## src/rtl/jkse_pkg.sv

```systemverilog
// Types, constants and helper functions for the JSON key string extractor.
`default_nettype none
package jkse_pkg;

  localparam int KEY_BYTES = 8;
  localparam int KEY_W     = 8 * KEY_BYTES;
  localparam int KLEN_W    = 4;
  localparam int KPOS_W    = 4;
  localparam int SKIP_W    = 3;
  localparam int CFG_IDX_W = 4;

  localparam logic [KPOS_W-1:0] KPOS_SAT  = 4'd9;
  localparam logic [SKIP_W-1:0] HEX_DIGITS = 3'd4;

  // Register indexes on the configuration port
  localparam logic [CFG_IDX_W-1:0] REG_KEY_TEXT   = 4'd0;
  localparam logic [CFG_IDX_W-1:0] REG_KEY_LENGTH = 4'd1;

  // Status codes
  localparam logic [1:0] ST_FOUND      = 2'd0;
  localparam logic [1:0] ST_NOT_FOUND  = 2'd1;
  localparam logic [1:0] ST_NOT_STRING = 2'd2;
  localparam logic [1:0] ST_UNTERM     = 2'd3;

  // Characters
  localparam logic [7:0] CH_QUOTE = 8'h22;
  localparam logic [7:0] CH_BSL   = 8'h5C;
  localparam logic [7:0] CH_COLON = 8'h3A;
  localparam logic [7:0] CH_U     = 8'h75;
  localparam logic [7:0] CH_QMARK = 8'h3F;

  typedef enum logic [9:0] {
    PH_SCAN        = 10'b00_0000_0001,
    PH_KEY         = 10'b00_0000_0010,
    PH_KEY_ESC     = 10'b00_0000_0100,
    PH_KEY_HEX     = 10'b00_0000_1000,
    PH_AFTER_KEY   = 10'b00_0001_0000,
    PH_AFTER_COLON = 10'b00_0010_0000,
    PH_VAL         = 10'b00_0100_0000,
    PH_VAL_ESC     = 10'b00_1000_0000,
    PH_VAL_HEX     = 10'b01_0000_0000,
    PH_DONE        = 10'b10_0000_0000
  } phase_t;

  typedef struct packed {
    phase_t             phase;
    logic [SKIP_W-1:0]  escape_skip;
    logic               key_matching;
    logic [KPOS_W-1:0]  key_position;
  } scan_state_t;

  typedef struct packed {
    logic       have;
    logic [7:0] value_byte;
    logic       byte_valid;
    logic       done_res;
    logic [1:0] status;
  } result_t;

  function automatic logic is_ws(input logic [7:0] c);
    return c inside {8'h20, 8'h0A, 8'h0D, 8'h09};
  endfunction

  function automatic logic [7:0] decode_escape(input logic [7:0] c);
    logic [7:0] r;
    case (c)
      8'h62:   r = 8'h08;
      8'h66:   r = 8'h0C;
      8'h6E:   r = 8'h0A;
      8'h72:   r = 8'h0D;
      8'h74:   r = 8'h09;
      default: r = c;
    endcase
    return r;
  endfunction

endpackage
`default_nettype wire

```

## src/rtl/jkse_step.sv

```systemverilog
// Per-byte next-state and result logic of the extractor.
`default_nettype none
module jkse_step (
  input  jkse_pkg::scan_state_t          st,
  input  logic [7:0]                     c,
  input  logic                           doc_end,
  input  logic [jkse_pkg::KEY_W-1:0]     key_text,
  input  logic [jkse_pkg::KLEN_W-1:0]    key_length,
  output jkse_pkg::scan_state_t          st_next,
  output jkse_pkg::result_t              res
);
  import jkse_pkg::*;

  logic             len_ok;
  logic             take_en;
  logic [7:0]       take_char;
  logic [7:0]       key_char;
  logic             key_hit;
  logic             have_status;
  logic             have_byte;
  logic [7:0]       vbyte;
  logic [1:0]       code;
  logic [SKIP_W-1:0] skip_dec;
  scan_state_t      nx;

  assign len_ok   = (key_length >= KLEN_W'(1)) && (key_length <= KLEN_W'(KEY_BYTES));
  assign key_char = key_text[st.key_position[2:0]*8 +: 8];
  assign skip_dec = (st.escape_skip != '0) ? st.escape_skip - SKIP_W'(1) : st.escape_skip;

  always_comb begin
    nx          = st;
    take_en     = 1'b0;
    take_char   = c;
    have_status = 1'b0;
    have_byte   = 1'b0;
    vbyte       = 8'h00;
    code        = ST_FOUND;
    case (st.phase)
      PH_SCAN: begin
        if (c == CH_QUOTE) begin
          nx.key_matching = 1'b1;
          nx.key_position = '0;
          nx.phase        = PH_KEY;
        end
      end
      PH_KEY: begin
        if (c == CH_BSL) begin
          nx.phase = PH_KEY_ESC;
        end else if (c == CH_QUOTE) begin
          nx.phase = (len_ok && st.key_matching && st.key_position == key_length) ?
                     PH_AFTER_KEY : PH_SCAN;
        end else begin
          take_en = 1'b1;
        end
      end
      PH_KEY_ESC: begin
        if (c == CH_U) begin
          nx.escape_skip = HEX_DIGITS;
          nx.phase       = PH_KEY_HEX;
        end else begin
          take_en   = 1'b1;
          take_char = decode_escape(c);
          nx.phase  = PH_KEY;
        end
      end
      PH_KEY_HEX: begin
        nx.escape_skip = skip_dec;
        if (skip_dec == '0) begin
          take_en   = 1'b1;
          take_char = CH_QMARK;
          nx.phase  = PH_KEY;
        end
      end
      PH_AFTER_KEY: begin
        if (c == CH_COLON) begin
          nx.phase = PH_AFTER_COLON;
        end else if (!is_ws(c)) begin
          // not a key after all: rescan this byte
          if (c == CH_QUOTE) begin
            nx.key_matching = 1'b1;
            nx.key_position = '0;
            nx.phase        = PH_KEY;
          end else begin
            nx.phase = PH_SCAN;
          end
        end
      end
      PH_AFTER_COLON: begin
        if (c == CH_QUOTE) begin
          nx.phase = PH_VAL;
        end else if (!is_ws(c)) begin
          have_status = 1'b1;
          code        = ST_NOT_STRING;
          nx.phase    = PH_DONE;
        end
      end
      PH_VAL: begin
        if (c == CH_BSL) begin
          nx.phase = PH_VAL_ESC;
        end else if (c == CH_QUOTE) begin
          have_status = 1'b1;
          code        = ST_FOUND;
          nx.phase    = PH_DONE;
        end else begin
          have_byte = 1'b1;
          vbyte     = c;
        end
      end
      PH_VAL_ESC: begin
        if (c == CH_U) begin
          nx.escape_skip = HEX_DIGITS;
          nx.phase       = PH_VAL_HEX;
        end else begin
          have_byte = 1'b1;
          vbyte     = decode_escape(c);
          nx.phase  = PH_VAL;
        end
      end
      PH_VAL_HEX: begin
        nx.escape_skip = skip_dec;
        if (skip_dec == '0) begin
          have_byte = 1'b1;
          vbyte     = CH_QMARK;
          nx.phase  = PH_VAL;
        end
      end
      PH_DONE: begin
      end
      default: begin
        nx.phase = PH_SCAN;
      end
    endcase

    key_hit = (st.key_position < key_length) && (st.key_position < KPOS_W'(KEY_BYTES))
              && (key_char == take_char);
    if (take_en) begin
      nx.key_matching = st.key_matching & key_hit;
      if (st.key_position < KPOS_SAT) nx.key_position = st.key_position + KPOS_W'(1);
    end

    if (doc_end) begin
      if (nx.phase != PH_DONE && !have_status) begin
        have_status = 1'b1;
        if (nx.phase == PH_AFTER_COLON) code = ST_NOT_STRING;
        else if (nx.phase == PH_VAL || nx.phase == PH_VAL_ESC || nx.phase == PH_VAL_HEX)
          code = ST_UNTERM;
        else code = ST_NOT_FOUND;
      end
      nx.phase        = PH_SCAN;
      nx.escape_skip  = '0;
      nx.key_matching = 1'b1;
      nx.key_position = '0;
    end

    st_next = nx;
    res.have       = have_status | have_byte;
    res.value_byte = have_status ? 8'h00 : vbyte;
    res.byte_valid = !have_status && have_byte;
    res.done_res   = have_status;
    res.status     = have_status ? code : ST_FOUND;
  end

endmodule
`default_nettype wire

```

## src/rtl/json_key_string_extract_unit.sv

```systemverilog
// Bytes and results are both registered; the scan state is one register updated per byte.
// Throughput: one document byte per cycle while the output is not stalled.
// A stalled output holds the staged byte, and the input accepts nothing more
// until the waiting result is taken.
// Reset: synchronous; clears both valid flags and the scan state, restores the key registers.
`default_nettype none
module json_key_string_extract_unit (
  input  logic                            clk,
  input  logic                            rst,
  input  logic                            in_valid,
  output logic                            in_ready,
  input  logic [7:0]                      doc_byte,
  input  logic                            doc_end,
  output logic                            out_valid,
  input  logic                            out_ready,
  output logic [7:0]                      value_byte,
  output logic                            byte_valid,
  output logic                            done_res,
  output logic [1:0]                      status,
  input  logic                            cfg_valid,
  output logic                            cfg_ready,
  input  logic [jkse_pkg::CFG_IDX_W-1:0]  cfg_index,
  input  logic [jkse_pkg::KEY_W-1:0]      cfg_data
);
  import jkse_pkg::*;

  logic                s1_valid;
  logic [7:0]          s1_byte;
  logic                s1_end;
  logic                advance;
  logic [KEY_W-1:0]    key_text;
  logic [KLEN_W-1:0]   key_length;
  scan_state_t         scan;
  scan_state_t         scan_next;
  result_t             res;

  assign advance   = s1_valid && (!out_valid || out_ready);
  assign in_ready  = !s1_valid || advance;
  assign cfg_ready = 1'b1;

  jkse_step u_step (
    .st         (scan),
    .c          (s1_byte),
    .doc_end    (s1_end),
    .key_text   (key_text),
    .key_length (key_length),
    .st_next    (scan_next),
    .res        (res)
  );

  always_ff @(posedge clk) begin
    if (rst) begin
      key_text   <= '0;
      key_length <= KLEN_W'(1);
    end else if (cfg_valid) begin
      if (cfg_index == REG_KEY_TEXT) key_text <= cfg_data;
      else if (cfg_index == REG_KEY_LENGTH) key_length <= cfg_data[KLEN_W-1:0];
    end
  end

  // Stage the incoming byte
  always_ff @(posedge clk) begin
    if (rst) begin
      s1_valid <= 1'b0;
    end else begin
      s1_valid <= (in_valid && in_ready) || (s1_valid && !advance);
    end
    if (in_valid && in_ready) begin
      s1_byte <= doc_byte;
      s1_end  <= doc_end;
    end
  end

  always_ff @(posedge clk) begin
    if (rst) begin
      scan.phase        <= PH_SCAN;
      scan.escape_skip  <= '0;
      scan.key_matching <= 1'b1;
      scan.key_position <= '0;
    end else if (advance) begin
      scan <= scan_next;
    end
  end

  // Result register
  always_ff @(posedge clk) begin
    if (rst) begin
      out_valid <= 1'b0;
    end else if (advance && res.have) begin
      out_valid <= 1'b1;
    end else if (out_ready) begin
      out_valid <= 1'b0;
    end
    if (advance && res.have) begin
      value_byte <= res.value_byte;
      byte_valid <= res.byte_valid;
      done_res   <= res.done_res;
      status     <= res.status;
    end
  end

endmodule
`default_nettype wire

```

## config.mk

```make
export PLATFORM = sky130hd
export DESIGN_NAME = json_key_string_extract_unit
export DESIGN_NICKNAME = d
export VERILOG_FILES = /design/src/rtl/jkse_pkg.sv /design/src/rtl/jkse_step.sv /design/src/rtl/json_key_string_extract_unit.sv
export SDC_FILE = /design/constraint.sdc
export NUM_CORES = 1
export LEC_CHECK = 0
export BUFFER_PORTS_ARGS = -buffer_cell sky130_fd_sc_hd__buf_2
export CORE_MARGIN = 10
export CORE_UTILIZATION = 55
export DETAILED_ROUTE_END_ITERATION = 10
export GPL_TIMING_DRIVEN = 0
export PLACE_DENSITY = 0.77
export SLEW_MARGIN = 20
export SYNTH_ARGS = -nofsm -noshare
export SYNTH_HDL_FRONTEND = slang
export SYNTH_HIERARCHICAL = 1
export SYNTH_SLANG_ARGS = --single-unit
```

## constraint.sdc

```tcl
create_clock -name clk -period 2.7 [get_ports clk]
set_input_delay 0.405 -clock clk [delete_from_list [all_inputs] [get_ports clk]]
set_output_delay 0.405 -clock clk [all_outputs]
set_load 0.03 [all_outputs]
```

## Word-level counts from Yosys, hierarchy flattened

Index checks and enable logic that the tools add are counted.

- Register bits: 109
- Bits of input ports: 82

- $add $sub $neg: 2
- Magnitude comparators: 5
- Eq/ne operators: 34
- Shifts and indexed selects: 1
- Multiplexer cells: 57
- Bitwise logic cells: 3
- Reduce and logical (&&, ||, !) cells: 34

Operators with widths:

| operator | number |
|---|---|
| 2-to-1 mux 10 bit | 11 |
| one-hot mux 10 bit (10 select lines) | 1 |
| variable part select 64 x 7 -> 8 bit | 1 |
| == test 8 x 7 -> 1 bit, second input constant | 7 |
| 2-to-1 mux 8 bit | 5 |
| one-hot mux 8 bit (5 select lines) | 1 |
| 2-to-1 mux 5 bit | 5 |
| == test 8 x 4 -> 1 bit, second input constant | 3 |
| == test 8 x 6 -> 1 bit, second input constant | 3 |
| one-hot mux 8 bit (3 select lines) | 1 |
| == test 10 x 6 -> 1 bit, second input constant | 2 |
| == test 10 x 7 -> 1 bit, second input constant | 2 |
| == test 10 x 8 -> 1 bit, second input constant | 2 |
| == test 10 x 9 -> 1 bit, second input constant | 2 |
| 2-to-1 mux 18 bit | 1 |
| 2-to-1 mux 2 bit | 8 |
| one-hot mux 8 bit (2 select lines) | 1 |
| 2-to-1 mux 1 bit | 12 |
| logical AND 1 bit | 11 |
| == test 10 x 1 -> 1 bit, second input constant | 1 |
| == test 10 bit, second input constant | 1 |
| == test 10 x 2 -> 1 bit, second input constant | 1 |
| == test 10 x 3 -> 1 bit, second input constant | 1 |
| == test 10 x 4 -> 1 bit, second input constant | 1 |
| other kinds (35) | 52 |

## Logic depth before layout (Yosys ltp)

- Depth after elaboration: 15
- Mapped depth: 13
- Gate-level depth less buffers: 11

## Hierarchy

The synthesis kept the hierarchy.

Modules (own cells, without submodules):

| module | instances | cells an instance | area an instance (um^2) | sequential area each (um^2) |
|---|---|---|---|---|
| json_key_string_extract_unit | 1 | 410 | 4,451.8 | 2,392.3 |
| jkse_step | 1 | 289 | 2,122.0 | 0.0 |

## Worst setup path after synthesis

Ideal clock, no wire load.

- Path kind: flip-flop to flip-flop
- Start: register scan[8] in the netlist's numbering
- End: register byte_valid, enable pin
- Data arrival time: 1.997 ns
- Setup slack: 0.348 ns
- Cell stages (with the launch flop): 7
- Path buffers: 0
- Clock period less this slack: 2.352 ns
- Cells stage by stage: dfxtp_1 nor4_2 nand4b_1 nor3_1 nor3_1 nand3_1 and3_1

RTL lines:

| element | line | RTL |
|---|---|---|
| start: declaration | json_key_string_extract_unit.sv:33 | `scan_state_t scan;` |
| start signal: assignment | json_key_string_extract_unit.sv:81 | `scan <= scan_next;` |
| end signal: assignment | json_key_string_extract_unit.sv:96 | `byte_valid <= res.byte_valid;` |
| end: declaration | json_key_string_extract_unit.sv:17 | `output logic byte_valid,` |

==> impl_metrics.env <==
export IMPL_synth_top_family_by_area="simple AND/OR/NAND/NOR gates"
export IMPL_cts_clk_slew_worst_paths_ns=0.07
export IMPL_via_count=5826
export IMPL_syn_nets=789
export IMPL_p_leak_nw=2.89
export IMPL_synth_compound_area_share_pct=9.97
export IMPL_crit_type="flip-flop to flip-flop"
export IMPL_viasPerCell=5.95
export IMPL_switchingPower_mw=0.819
export IMPL_setup_ws_ns=0.0632
export IMPL_dp_hpwl_mm=14.0
export IMPL_cts_path_max_buffers=2
export IMPL_critPathLaunchType="flip-flop"
export IMPL_ys_warn_count=6
export IMPL_cts_root_buf="clkbuf_16"
export IMPL_ys_ff_latch=109
export IMPL_synthTopCellsByCount="nand2b_1 (139), dfxtp_1 (88), mux2i_1 (85)"
export IMPL_die_h_um=129
export IMPL_area_growth_syn_to_layout_pct=20.3
export IMPL_ys_flop_type="dfxtp_1"
export IMPL_clock_latency_ns=0.36
export IMPL_yosysSeqAreaShare_pct=36.4
export IMPL_nets=921
export IMPL_synth_area_mux_share_pct=17.7
export IMPL_post_route_period_util_pct=97.7
export IMPL_syn_cell_area_mm2=0.00657
export IMPL_finalInstanceArea_mm2=0.00791
export IMPL_finalSetupTns_ns=0
export IMPL_drt_initial_drc_count=537
export IMPL_dp_cells=936
export IMPL_drv_cap=0
export IMPL_nFillCells=907
export IMPL_regArea_mm2=0.00240
export IMPL_boundaryPins=97
export IMPL_gr_total_overflow=0
export IMPL_wl_mm=18.7
export IMPL_yosys_area_share_adder_pct=1.52
export IMPL_drtPass1Iterations=7
export IMPL_worst_slew_pin_slew_ns=0.553
export IMPL_multi_input_comb_area_mm2=0.00398
export IMPL_setup_viol=0
export IMPL_avgSynthCellArea_um2=9.40
export IMPL_vdd_drop_max_mv=0.298
export IMPL_critPathArrivalTime_ns=2.88
export IMPL_htreeDepth=3
export IMPL_grt_pass1_wl_mm=29.7
export IMPL_power_density_mw_per_mm2=427
export IMPL_die_area_mm2=0.0167
export IMPL_dieWidth_um=129
export IMPL_outcome="finished clean"
export IMPL_relSlewSlack_pct=62.6
export IMPL_grt_max_degree=17
export IMPL_period_minus_slack_ns=2.64
export IMPL_required_ns=2.95
export IMPL_initial_core_util_pct=56.8
export IMPL_antenna_found_initial=0
export IMPL_synth_cell_types=72
export IMPL_cts_tree="built"
export IMPL_path_max_fanout=9
export IMPL_final_hold_violation_count=0
export IMPL_syn_instance_count=699
export IMPL_comb_power_share_pct=10.6
export IMPL_pwr_share_clk_pct=38.9
export IMPL_synth_edf_count=21
export IMPL_cts_buffers=9
export IMPL_grt_pass1_vias=6034
export IMPL_sw_frac_of_total_pct=24.2
export IMPL_place_area_mm2=0.00722
export IMPL_n_antenna_cell=0
export IMPL_drive_above_1_share_pct=26.2
export IMPL_yosysTopAreaCellShare_pct=26.8
export IMPL_gp_congestion=0.884
export IMPL_yosysTopAreaCell="dfxtp_1"
export IMPL_stdcell_count=979
export IMPL_synth_xor_area_share_pct=1.07
export IMPL_yosysMostFrequentCell="nand2b_1"
export IMPL_fmax_ghz=0.379
export IMPL_pwr_share_seq_pct=50.5
export IMPL_final_max_slew_viol_count=0
export IMPL_fp_row_count=39
export IMPL_hp_class="primary input to flip-flop"
export IMPL_synthTopCellsByArea="dfxtp_1 (27%), nand2b_1 (13%), mux2i_1 (13%), edfxtp_1 (9.6%), mux4_2 (4.5%)"
export IMPL_core_mm2=0.0116
export IMPL_async_flop_share_pct=0
export IMPL_post_route_drc_count=0
export IMPL_wire_per_inst_um=19.1
export IMPL_intPower_mw=2.56
export IMPL_io_buffers=94
export IMPL_clock_sinks=109
export IMPL_finalClockSkew_ns=0.00751
export IMPL_cp_end_kind="flip-flop"
export IMPL_dpl_worst_slack_ns=-0.374
export IMPL_grt_total_usage_pct=22.2
export IMPL_yosys_area_share_simple_pct=28.1
export IMPL_drtAntennaViolNets=0
final timing paths:
| kind | start | endpoint | slack, ns | cells after the start |
|---|---|---|---|---|
| setup / recovery | s1_byte[1]$_DFFE_PP_ | scan[4]$_SDFFE_PP1P_ | 0.06 | 10 |
| hold / removal | doc_byte[4] | s1_byte[4]$_DFFE_PP_ | 0.21 | 1 |
| setup reg to reg | s1_byte[1]$_DFFE_PP_ | scan[4]$_SDFFE_PP1P_ | 0.06 | 10 |
| hold reg to reg | key_text[49]$_SDFFE_PP0P_ | key_text[49]$_SDFFE_PP0P_ | 0.48 | 2 |
worst max-delay path: stages, from the launching register on:
cell	delay [ns]
edfxtp_1	0.36
clkbuf_4	0.20
nand2b_4	0.20
o32a_1	0.48
nor3_2	0.28
nand4b_1	0.16
a41oi_1	0.13
a21oi_1	0.17
o31ai_2	0.10
and3_1	0.19
a211o_1	0.27
cell usage in the layout (no fill, tap or decap), drive strengths merged, types with 21 or more instances in the layout:
cell and n:
mux2i 85, clkbuf 37, buf 149, nand2b 140, nor2 30, nand2 29
a21oi 39, edfxtp 21, o21ai 28, dfxtp 88, nand3 32
flip-flops by register name (all words and copies together), names as in the netlist, 2 cells and up:
| register | flops |
|---|---|
| key_length | 4 |
| key_text | 64 |
| s1_byte | 8 |
| scan | 18 |
| status | 2 |
| value_byte | 8 |
cell families after synthesis:
kind of cell,Yosys count
multiplexers,100
flip-flops,109
buffers and inverters,67
AND/OR/NAND/NOR,303
other,1
XOR/XNOR,8
AO/OA/AOI/OAI,103
adder cells (fa/ha/maj),8
area by class of cell:
cell class / count / share of cell area, %
Timing Repair Buffer: 121 / 8.51
Clock buffer: 13 / 3.43
Clock inverter: 3 / 0.206
Tap cell: 143 / 2.26
Multi-Input combinational cell: 523 / 50.4
Inverter: 15 / 0.712
Sequential cell: 109 / 30.3
Buffer: 52 / 4.19
per-stage QoR:
step	hold slack, ns	utilization (%)	power [mW]
floorplan	0.445	-	1.94
global placement	0.456	62.5	2.06
detailed placement	0.467	62.5	2.07
CTS	0.209	65.8	3.36
global route	0.207	68.4	3.49
finish	0.214	68.4	3.38
layer usage:
layer / track usage [%] / up-vias / wire length (um)
li1: - / 2745 / -
met1: 24.6 / 2801 / 7510
met2: 40.4 / 225 / 9560
met3: 3.96 / 55 / 866
met4: 10.6 / 0 / 770
met5: 0 / - / 0
power by group through the flow:
stage,Sequential (mW),Combinational (mW),Clock (mW)
global route,1.71,0.389,1.39
floorplan,1.75,0.193,0
global placement,1.74,0.316,0
CTS,1.70,0.337,1.32
finish,1.70,0.359,1.31
detailed placement,1.74,0.327,0
repair_timing:
action,4_1_cts,5_1_grt
buffers inserted,6,21
pin swaps,9,17
hold buffers,0,0
endpoints found under the setup margin,16,20
hold endpoints to repair,0,0
resized for setup,14,48
No activity file was read; power rests on OpenSTA's default activity.
